===== src/hw/rtl/sts_pkg.sv =====
package sts_pkg;

  localparam int unsigned TABLE_DEPTH_DEF = 128;
  localparam int unsigned DATA_W          = 32;
  localparam int unsigned LOC_W           = 7;
  localparam int unsigned KIND_W          = 2;
  localparam int unsigned APB_DW          = 32;
  localparam int unsigned PADDR_W         = 3;

  typedef enum logic [KIND_W-1:0] {
    KIND_CLEAR  = 2'd0,
    KIND_APPEND = 2'd1,
    KIND_SEARCH = 2'd2
  } sts_kind_e;

  typedef enum logic {
    MODE_LINEAR = 1'b0,
    MODE_BINARY = 1'b1
  } sts_mode_e;

  // register index taken from paddr[2]
  typedef enum logic {
    REG_SEARCH_MODE = 1'b0
  } sts_reg_e;

  typedef enum logic [1:0] {
    ST_IDLE,
    ST_SCAN,
    ST_DONE
  } sts_state_e;

endpackage


===== src/hw/rtl/sorted_table_search.sv =====
// Channel   Direction  Handshake                  Payload
// in        sink       in_valid_i / in_stall_o    kind_i, value_i
// out       source     out_valid_o / out_stall_i  found_o, location_o, overflow_o
// config    APB slave  psel/penable/pwrite/pready search_mode at byte address 0
//
// Clear and append transactions give no result.
// A search probes the table memory once per cycle (one read, one compare):
// binary mode halves the search range with each probe, linear mode steps
// through the filled entries in order until a hit or the last entry.
// Reset empties the table at once; no sweep of the memory is needed.
// A finished search waits in its own state while the output register is
// still held by a stall; input is stalled until the search is handed over.
module sorted_table_search #(
  parameter int unsigned TABLE_DEPTH = sts_pkg::TABLE_DEPTH_DEF
) (
  input  logic                              clk_i,
  input  logic                              rst_ni,
  input  logic                              in_valid_i,
  output logic                              in_stall_o,
  input  logic [sts_pkg::KIND_W-1:0]        kind_i,
  input  logic signed [sts_pkg::DATA_W-1:0] value_i,
  output logic                              out_valid_o,
  input  logic                              out_stall_i,
  output logic                              found_o,
  output logic [sts_pkg::LOC_W-1:0]         location_o,
  output logic                              overflow_o,
  input  logic                              psel,
  input  logic                              penable,
  input  logic                              pwrite,
  input  logic [sts_pkg::PADDR_W-1:0]       paddr,
  input  logic [sts_pkg::APB_DW-1:0]        pwdata,
  output logic [sts_pkg::APB_DW-1:0]        prdata,
  output logic                              pready
);

  import sts_pkg::*;

  localparam int unsigned AW   = $clog2(TABLE_DEPTH);
  localparam int unsigned CNTW = $clog2(TABLE_DEPTH + 1);
  localparam int unsigned BW   = AW + 2;

  sts_state_e state_q, state_d;

  logic [CNTW-1:0]         count_q, count_d;
  logic                    ovf_q, ovf_d;
  logic                    mode_q;
  logic signed [BW-1:0]    lo_q, hi_q;
  logic [AW-1:0]           idx_q;
  logic [DATA_W-1:0]       key_q;
  logic                    res_found_q, res_found_d;
  logic [LOC_W-1:0]        res_loc_q, res_loc_d;
  logic                    res_ovf_q;
  logic                    out_valid_q;
  logic                    found_q, ovf_out_q;
  logic [LOC_W-1:0]        loc_q;

  logic                    in_acc, out_free, cfg_wr;
  logic                    is_search, is_append, is_clear, tbl_full, tbl_empty;
  logic                    hit, miss, cmp_gt;
  logic signed [BW-1:0]    idx_s, nlo, nhi, start_hi, probe_lo, probe_hi, probe_sum;
  logic [AW-1:0]           probe_addr;
  logic                    ram_we, ram_re;
  logic [DATA_W-1:0]       ram_rdata;

  assign in_stall_o = (state_q != ST_IDLE);
  assign in_acc     = in_valid_i && !in_stall_o;
  assign out_free   = !out_valid_q || !out_stall_i;
  assign is_search  = (kind_i == KIND_SEARCH);
  assign is_append  = (kind_i == KIND_APPEND);
  assign is_clear   = (kind_i == KIND_CLEAR);
  assign tbl_full   = (count_q == CNTW'(TABLE_DEPTH));
  assign tbl_empty  = (count_q == '0);

  assign pready = 1'b1;
  assign cfg_wr = psel && penable && pwrite && pready;
  assign prdata = (paddr[2] == REG_SEARCH_MODE) ? APB_DW'(mode_q) : '0;

  // probe evaluation
  assign hit      = (ram_rdata == key_q);
  assign cmp_gt   = ($signed(ram_rdata) > $signed(key_q));
  assign idx_s    = signed'(BW'(idx_q));
  assign nlo      = (mode_q == MODE_BINARY && cmp_gt) ? lo_q : idx_s + BW'(1);
  assign nhi      = (mode_q == MODE_BINARY && cmp_gt) ? idx_s - BW'(1) : hi_q;
  assign miss     = (nlo > nhi);
  assign start_hi = signed'(BW'(count_q) - BW'(1));

  always_comb begin
    if (state_q == ST_IDLE) begin
      probe_lo = '0;
      probe_hi = start_hi;
    end else begin
      probe_lo = nlo;
      probe_hi = nhi;
    end
  end

  assign probe_sum  = probe_lo + probe_hi;
  assign probe_addr = (mode_q == MODE_BINARY) ? probe_sum[AW:1] : probe_lo[AW-1:0];

  // next state
  always_comb begin
    state_d = state_q;
    case (state_q)
      ST_IDLE: begin
        if (in_acc && is_search) begin
          state_d = tbl_empty ? ST_DONE : ST_SCAN;
        end
      end
      ST_SCAN: begin
        if (hit || miss) begin
          state_d = ST_DONE;
        end
      end
      ST_DONE: begin
        if (out_free) begin
          state_d = ST_IDLE;
        end
      end
      default: state_d = ST_IDLE;
    endcase
  end

  // datapath controls
  always_comb begin
    ram_we      = 1'b0;
    ram_re      = 1'b0;
    count_d     = count_q;
    ovf_d       = ovf_q;
    res_found_d = res_found_q;
    res_loc_d   = res_loc_q;
    case (state_q)
      ST_IDLE: begin
        if (in_acc) begin
          if (is_clear) begin
            count_d = '0;
            ovf_d   = 1'b0;
          end else if (is_append) begin
            if (tbl_full) begin
              ovf_d = 1'b1;
            end else begin
              ram_we  = 1'b1;
              count_d = count_q + CNTW'(1);
            end
          end else if (is_search) begin
            ram_re      = !tbl_empty;
            res_found_d = 1'b0;
            res_loc_d   = '0;
          end
        end
      end
      ST_SCAN: begin
        if (hit) begin
          res_found_d = 1'b1;
          res_loc_d   = LOC_W'(idx_q);
        end else if (miss) begin
          res_found_d = 1'b0;
          res_loc_d   = '0;
        end else begin
          ram_re = 1'b1;
        end
      end
      default: ;
    endcase
  end

  sts_ram #(
    .WIDTH (DATA_W),
    .DEPTH (TABLE_DEPTH)
  ) u_store (
    .clk_i   (clk_i),
    .we_i    (ram_we),
    .waddr_i (count_q[AW-1:0]),
    .wdata_i (value_i),
    .re_i    (ram_re),
    .raddr_i (probe_addr),
    .rdata_o (ram_rdata)
  );

  always_ff @(posedge clk_i or negedge rst_ni) begin
    if (!rst_ni) begin
      state_q     <= ST_IDLE;
      count_q     <= '0;
      ovf_q       <= 1'b0;
      mode_q      <= MODE_BINARY;
      out_valid_q <= 1'b0;
    end else begin
      state_q <= state_d;
      count_q <= count_d;
      ovf_q   <= ovf_d;
      if (cfg_wr && paddr[2] == REG_SEARCH_MODE) begin
        mode_q <= pwdata[0];
      end
      if (state_q == ST_DONE && out_free) begin
        out_valid_q <= 1'b1;
      end else if (!out_stall_i) begin
        out_valid_q <= 1'b0;
      end
    end
  end

  always_ff @(posedge clk_i) begin
    res_found_q <= res_found_d;
    res_loc_q   <= res_loc_d;
    if (ram_re) begin
      lo_q  <= probe_lo;
      hi_q  <= probe_hi;
      idx_q <= probe_addr;
    end
    if (in_acc) begin
      key_q     <= value_i;
      res_ovf_q <= ovf_q;
    end
    if (state_q == ST_DONE && out_free) begin
      found_q   <= res_found_q;
      loc_q     <= res_loc_q;
      ovf_out_q <= res_ovf_q;
    end
  end

  assign out_valid_o = out_valid_q;
  assign found_o     = found_q;
  assign location_o  = loc_q;
  assign overflow_o  = ovf_out_q;

  a_no_rw_overlap : assert property (@(posedge clk_i) disable iff (!rst_ni)
    !(ram_we && ram_re))
    else $error("table write and read in the same cycle");

  a_count_bound : assert property (@(posedge clk_i) disable iff (!rst_ni)
    count_q <= CNTW'(TABLE_DEPTH))
    else $error("element count beyond table depth");

  a_scan_bounds : assert property (@(posedge clk_i) disable iff (!rst_ni)
    (state_q == ST_SCAN) |-> (hi_q < signed'(BW'(count_q)) && lo_q >= 0))
    else $error("search bounds outside filled part");

  a_done_handover : assert property (@(posedge clk_i) disable iff (!rst_ni)
    (state_q == ST_DONE && out_free) |=> (out_valid_q && state_q == ST_IDLE))
    else $error("finished search not handed to output");

  a_scan_reads : assert property (@(posedge clk_i) disable iff (!rst_ni)
    (state_q == ST_SCAN && state_d == ST_SCAN) |-> ram_re)
    else $error("search continues without a probe");

endmodule


===== src/hw/rtl/sts_ram.sv =====
module sts_ram #(
  parameter int unsigned WIDTH = 32,
  parameter int unsigned DEPTH = 128
) (
  input  logic                     clk_i,
  input  logic                     we_i,
  input  logic [$clog2(DEPTH)-1:0] waddr_i,
  input  logic [WIDTH-1:0]         wdata_i,
  input  logic                     re_i,
  input  logic [$clog2(DEPTH)-1:0] raddr_i,
  output logic [WIDTH-1:0]         rdata_o
);

  logic [WIDTH-1:0] mem_q [DEPTH];
  logic [WIDTH-1:0] rdata_q;

  always_ff @(posedge clk_i) begin
    if (we_i) begin
      mem_q[waddr_i] <= wdata_i;
    end
    if (re_i) begin
      rdata_q <= mem_q[raddr_i];
    end
  end

  assign rdata_o = rdata_q;

endmodule

===== config.mk =====
export PLATFORM = sky130hd
export DESIGN_NAME = sorted_table_search
export DESIGN_NICKNAME = d
export VERILOG_FILES = /design/src/hw/rtl/sts_pkg.sv /design/src/hw/rtl/sorted_table_search.sv /design/src/hw/rtl/sts_ram.sv
export SDC_FILE = /design/constraint.sdc
export NUM_CORES = 2
export LEC_CHECK = 0
export BUFFER_PORTS_ARGS = -buffer_cell sky130_fd_sc_hd__buf_2
export CAP_MARGIN = 10
export CORE_UTILIZATION = 50
export DETAILED_ROUTE_END_ITERATION = 10
export PLACE_DENSITY = 0.65
export SLEW_MARGIN = 20
export SYNTH_ARGS = -nofsm -noshare
export SYNTH_HDL_FRONTEND = slang
export SYNTH_HIERARCHICAL = 1
export SYNTH_SLANG_ARGS = --single-unit

===== constraint.sdc =====
create_clock -name clk_i -period 13.7 [get_ports clk_i]
set_input_delay 2.74 -clock clk_i [delete_from_list [all_inputs] [get_ports clk_i]]
set_output_delay 2.74 -clock clk_i [all_outputs]
set_load 0.02 [all_outputs]

======== Word level (Yosys, flattened, before mapping) ========
Memories as Yosys holds them, arrays and structs flattened. A register that Yosys moved wholly into a read port is not among the register bits.
Cells that the tools add are included.
word-level totals
  bits of input ports ..................... 76
  ROM bits ................................ 0
  RAM bits ................................ 4,096
  bits in latches ......................... 0
  register bits after elaboration ......... 88
  memories ................................ 1
memory list
  memory         words  width  read ports  clocked after Yosys merged registers in  wr ports  RTL line       RTL
  u_store.mem_q  128    32     1           1                                        1         sts_ram.sv:14  logic [WIDTH-1:0] mem_q [DEPTH];
operators by class
  multipliers ............................. 0
  div/mod/pow operators ................... 0
  order comparisons ....................... 2
  add/sub/neg operators ................... 5
  bitwise gates (word level) .............. 1
  shift-type cells ........................ 0
  reductions and logical operators ........ 24
  equality and inequality tests ........... 16
  mux-type cells .......................... 47
operator list
  operator               count
  $mux W7                7
  $mux W9                4
  $eq A32 B32 Y1         1
  $gt A32 B32 Y1         1
  $mux W1                25
  $mux W8                3
  $ne A2 B2 Y1 const B   7
  $pmux W7 S2            1
  $gt A9 B9 Y1           1
  $sub A8 B1 Y9 const B  1
  $add A7 B1 Y8 const B  1
  $add A8 B1 Y8 const B  1
  $add A8 B8 Y8          1
  $eq A8 B8 Y1 const B   1
  $logic_not A8 Y1       1
  $mux W2                4
  $reduce_and A4 Y1      2
  $reduce_bool A2 Y1     4
  $sub A7 B1 Y8 const B  1
  $logic_and A1 B1 Y1    7
  $pmux W2 S3            1
  $reduce_and A6 Y1      1
  $eq A2 B1 Y1 const B   2
  $eq A2 B2 Y1 const B   2
  8 further kinds        15

======== Longest topological paths before layout ========
  depth after elaboration ................. 8
  depth in mapped cells ................... 26

======== Hierarchy ========
The synthesis kept the hierarchy.
by module, submodules not included
  module               instances  area an instance (µm²)  cells each
  sts_ram              1          156,596.4               5,990
  sorted_table_search  1          5,418.9                 509

======== Worst setup path after synthesis ========
OpenSTA, ideal clock, no wires.
  kind .................................... in2reg
  from .................................... in in_valid_i
  to ...................................... mem u_store.mem_q[98][0] (enable)
  path slack .............................. 6.236 ns
  stages .................................. 7
  arrival ................................. 7.003 ns
  buffers on the path ..................... 1
  data required time ...................... 13.239 ns
  cells stage by stage .................... and2_1 > nand2b_1 > nor2b_1 > and2_1 > clkbuf_1 > nand4_1 > nor3_1
on the way
  word-level cells in the longest chain between the ends .. 5
RTL lines
  what                           RTL line                    RTL
  from (decl)                    sorted_table_search.sv:18   input logic in_valid_i,
  $logic_and A1 B1 Y1            sorted_table_search.sv:66   assign in_acc = in_valid_i && !in_stall_o;
  $mux W1                        sorted_table_search.sv:133  if (in_acc) begin
  $mux W1                        sorted_table_search.sv:131  case (state_q)
  named net ram_we               sorted_table_search.sv:62   logic ram_we, ram_re;
  $mux W1                        sts_ram.sv:18               if (we_i) begin
  $mux W1 (implied by the code)  sts_ram.sv:19               mem_q[waddr_i] <= wdata_i;
  to (decl)                      sts_ram.sv:14
The timed path passes the listed nets, and every way through them passes these cells.

======== Worst setup path in the final report ========
  from .................................... reg u_store.rdata_q[31], in the netlist u_store/rdata_o[31], read port of u_store.mem_q
  to ...................................... reg u_store.rdata_q[28], in the netlist u_store/rdata_o[28], read port of u_store.mem_q, data pin
on the way
  elaborated cells between the ends (all ways) .. 13
RTL lines
  what                     RTL line                   RTL
  from (decl)              sts_ram.sv:15              logic [WIDTH-1:0] rdata_q;
  $gt A32 B32 Y1           sorted_table_search.sv:80  assign cmp_gt = ($signed(ram_rdata) > $signed(key_q));
  $logic_and A1 B1 Y1      sorted_table_search.sv:82  assign nlo = (mode_q == MODE_BINARY && cmp_gt) ? lo_q : idx_s + BW'(1);
  $mux W9                  sorted_table_search.sv:82
  $mux W9                  sorted_table_search.sv:88  if (state_q == ST_IDLE) begin
  named net probe_lo[1]    sorted_table_search.sv:60  logic signed [BW-1:0] idx_s, nlo, nhi, start_hi, probe_lo, probe_hi, probe_sum;
  $add A8 B8 Y8            sorted_table_search.sv:97  assign probe_sum = probe_lo + probe_hi;
  $mux W7                  sorted_table_search.sv:98  assign probe_addr = (mode_q == MODE_BINARY) ? probe_sum[AW:1] : probe_lo[AW-1:0];
  named net probe_addr[2]  sorted_table_search.sv:61  logic [AW-1:0] probe_addr;
The timed path passes the listed nets, and every way through them passes these cells.
A chain may end at the register's enable or synchronous reset.

==> impl_metrics.json <==
{
  "fp.dieW_um": 571,
  "grt_pass1_wl_mm": 560,
  "wl_per_cell_um": 34.5,
  "fin_nets": 6988,
  "startpoint": "u_store/rdata_o[31]",
  "drtAntennaViolNets": 0,
  "cts_tree": "built",
  "ff2ff_path_depth": 20,
  "clkLatencyLatePin_ps": 980,
  "worstPathRequired_ps": 14400,
  "fmax_mhz": 109,
  "max_cap_viol_count": 0,
  "grt_max_degree": 148,
  "ir_worst_vdd_mv": 0.434,
  "overflow": 0,
  "cts_setup_buffers": 0,
  "track_usage": 0.246,
  "total_power_mw": 46.7,
  "yosysTopAreaCellShare": 0.779,
  "seqPwrFrac": 0.310,
  "power_leakage_nw": 55.5,
  "synth_cells": 6499,
  "synth_cell_types": 63,
  "hold_class": "reg2reg",
  "intPower_mw": 30.4,
  "port_buffers": 54,
  "finalHoldViolCount": 0,
  "core_area_mm2": 0.322,
  "synth_area_leaders": "edfxtp_1 78%, mux4_2 19%, clkbuf_1 0.45%",
  "cp.arrival_ps": 9890,
  "n_fill_cell": 22800,
  "yosysTopAreaCell": "edfxtp_1",
  "die_h_um": 571,
  "drc_errors": 0,
  "cts.clk_slew.worst_paths_ps": 60,
  "relSlewSlack": 0.154,
  "critPathKind": "reg2reg",
  "synth_seq_cells": 4216,
  "cts_made_buffers": 413,
  "rsz0062_at_grt": "false",
  "antenna_found_initial": 43,
  "ctsHoldBuffers": 0,
  "cts-resized-gates": 0,
  "synth_flop_cell": "edfxtp_1",
  "synth_warnings": 6,
  "powerDensity_mw_per_mm2": 256,
  "syn-cell-area_mm2": 0.162,
  "place_congestion": 0.832,
  "switching_share": 0.349,
  "initial_core_util": 0.504,
  "ios": 120,
  "synth.top_cells.by_count": "4203 x edfxtp_1, 1344 x mux4_2, 196 x clkbuf_1",
  "post-dp-hpwl_mm": 208,
  "synth_edf_count": 4203,
  "area_growth_pct": 12.7,
  "synth_most_common_cell": "edfxtp_1",
  "via_per_inst": 6.39,
  "pwr-share-clk": 0.241,
  "drt_iter0_drc": 10200,
  "final_util": 0.568,
  "p_sw_mw": 16.3,
  "pwr-share-comb": 0.449,
  "htreeDepth": 5,
  "avgSynthCellArea_um2": 24.9,
  "seq_area_mm2": 0.127,
  "worst_pin_slew_ps": 1260,
  "crit_path_end": "u_store/rdata_o[28]",
  "final.setup.tns_ps": 0,
  "max-clock-path-buffers": 4,
  "drive_gt1_frac": 0.332,
  "fin_worst_skew_ps": 49.1,
  "via_count": 73700,
  "first_global_vias": 74000,
  "synthArstFlopShare": 0.00308,
  "slew_viol_final": 0,
  "dp.cells": 10700,
  "cp_max_fo": 134,
  "cts-root-buf": "clkbuf_16",
  "fin_cells": 11500,
  "r2r_slack_ps": 4510,
  "critPathLaunchType": "flip-flop",
  "finalSetupViolCount": 0,
  "num_rows": 208,
  "final.min_clock_period_ps": 9190,
  "r2r_start": "u_store/rdata_o[31]",
  "r2r-end": "u_store/rdata_o[28]",
  "hold_ws_ps": 427,
  "outcome": "finished clean",
  "seq_area_frac_synth": 0.781,
  "fin_crit_sh": 0.671,
  "finalWirelength_mm": 398,
  "end_kind": "flip-flop",
  "dieArea_mm2": 0.326,
  "clkSinkCount": 4216,
  "drtPass1Iterations": 5,
  "multi_input_area_mm2": 0.0349
}
## layout by cell type, fill, tap and decap left out, types with 7 or more instances in the layout
cell           n
inv_6          7
clkbuf_1      80
nor3_1         8
clkbuf_16    421
ha_1          52
and2_1        13
clkinv_8       8
nand2_1       46
mux2_2        36
buf_12        20
buf_4        234
inv_1         43
nand3_1       23
clkinv_2      76
bufinv_16     44
a21oi_1       29
clkinv_1     107
clkinvlp_4    10
mux4_2      1344
o21ai_0       19
xnor2_1       13
nand4_1       11
conb_1        32
diode_2       14
dfrtp_1       12
nor2_4       119
buf_2         22
edfxtp_1    4203
xor2_1        12
nor2_1        38
nor3_2         9
nor2b_1       14
## area by class of cell
cell class	instances	area share
clock buffers	501	0.0593
repair buffers	278	0.0126
flip-flops and latches	4216	0.693
clock inverters	263	0.0138
well taps	4305	0.0295
multi-input cells	1907	0.191
inverters	43	0.000884
diodes	14	0.000192
## sequential cells by signal (all words and copies together) (netlist names)
signal / count
ovf_q: 1
found_o: 1
hi_q: 9
key_q: 32
u_store/mem_q: 4096
out_valid_o: 1
res_ovf_q: 1
mode_q: 1
idx_q: 7
state_q: 2
u_store/rdata_o: 32
overflow_o: 1
res_loc_q: 7
location_o: 7
lo_q: 9
res_found_q: 1
count_q: 8
## kinds of logic (layout without fill, tap and decap cells)
logic type	count (synthesis)	count (layout)	share of synthesized area
DFF	4216	4216	0.781
xor gates and xnor gates	25	25	0.00135
AOI/OAI and AO/OA	87	87	0.00341
and+or+nand+nor	325	325	0.00938
buffers and inverters	406	1085	0.0110
adders and majority gates	53	53	0.00414
other	2	46	0.0000464
muxes	1385	1385	0.190
## per-layer routing
metal  track usage  up-vias  share of wire
li1              -    28900              -
met1         0.366    40400           0.40
met2         0.377     3744           0.47
met3        0.0496      558           0.10
met4        0.0632       16          0.027
met5             0        -        0.00027
## through the flow
| stage | instance area [um2] | setup WS (ps) |
|---|---|---|
| 4_1_cts | 183000 | 4720 |
| 3_3_place_gp | 169000 | 4870 |
| 2_1_floorplan | 162000 | 6240 |
| 5_1_grt | 183000 | 4300 |
| 3_5_place_dp | 169000 | 4760 |
| 6_report | 183000 | 4510 |
## how the worst min path moves through the flow
stage | from | to | depth (start not counted)
finish | res_loc_q[1] | location_o[1] | 0
global route | res_loc_q[1] | location_o[1] | 0
CTS | res_loc_q[6] | location_o[6] | 0
detailed placement | res_loc_q[6] | location_o[6] | 0
global placement | res_ovf_q | overflow_o | 0
floorplan | res_found_q | found_o | 0
## power by group through the flow
stage	Combinational, mW	Sequential (mW)	Clock (mW)
floorplan	13.5	14.8	0
global placement	20.9	14.8	0
detailed placement	21.0	14.8	0
CTS	21.1	14.5	11.4
global route	21.8	14.5	11.9
finish	21.0	14.5	11.3
## worst max-delay path: stages (launching register included)
cell      delay (ps)
edfxtp_1         360
ha_1             530
nand4_2          230
nor4_2           980
a21boi_1         320
nand2_1          160
a21o_2           130
nand2_2          320
mux2_2           420
and2_1           220
ha_1             300
nand2_1           60
o41ai_2          430
xor2_1           250
mux2_8           790
buf_12           480
buf_12           590
mux4_2           430
mux4_2           560
mux4_2           630
mux2_2           310
Note: power is estimated with default switching activity, not from simulation.
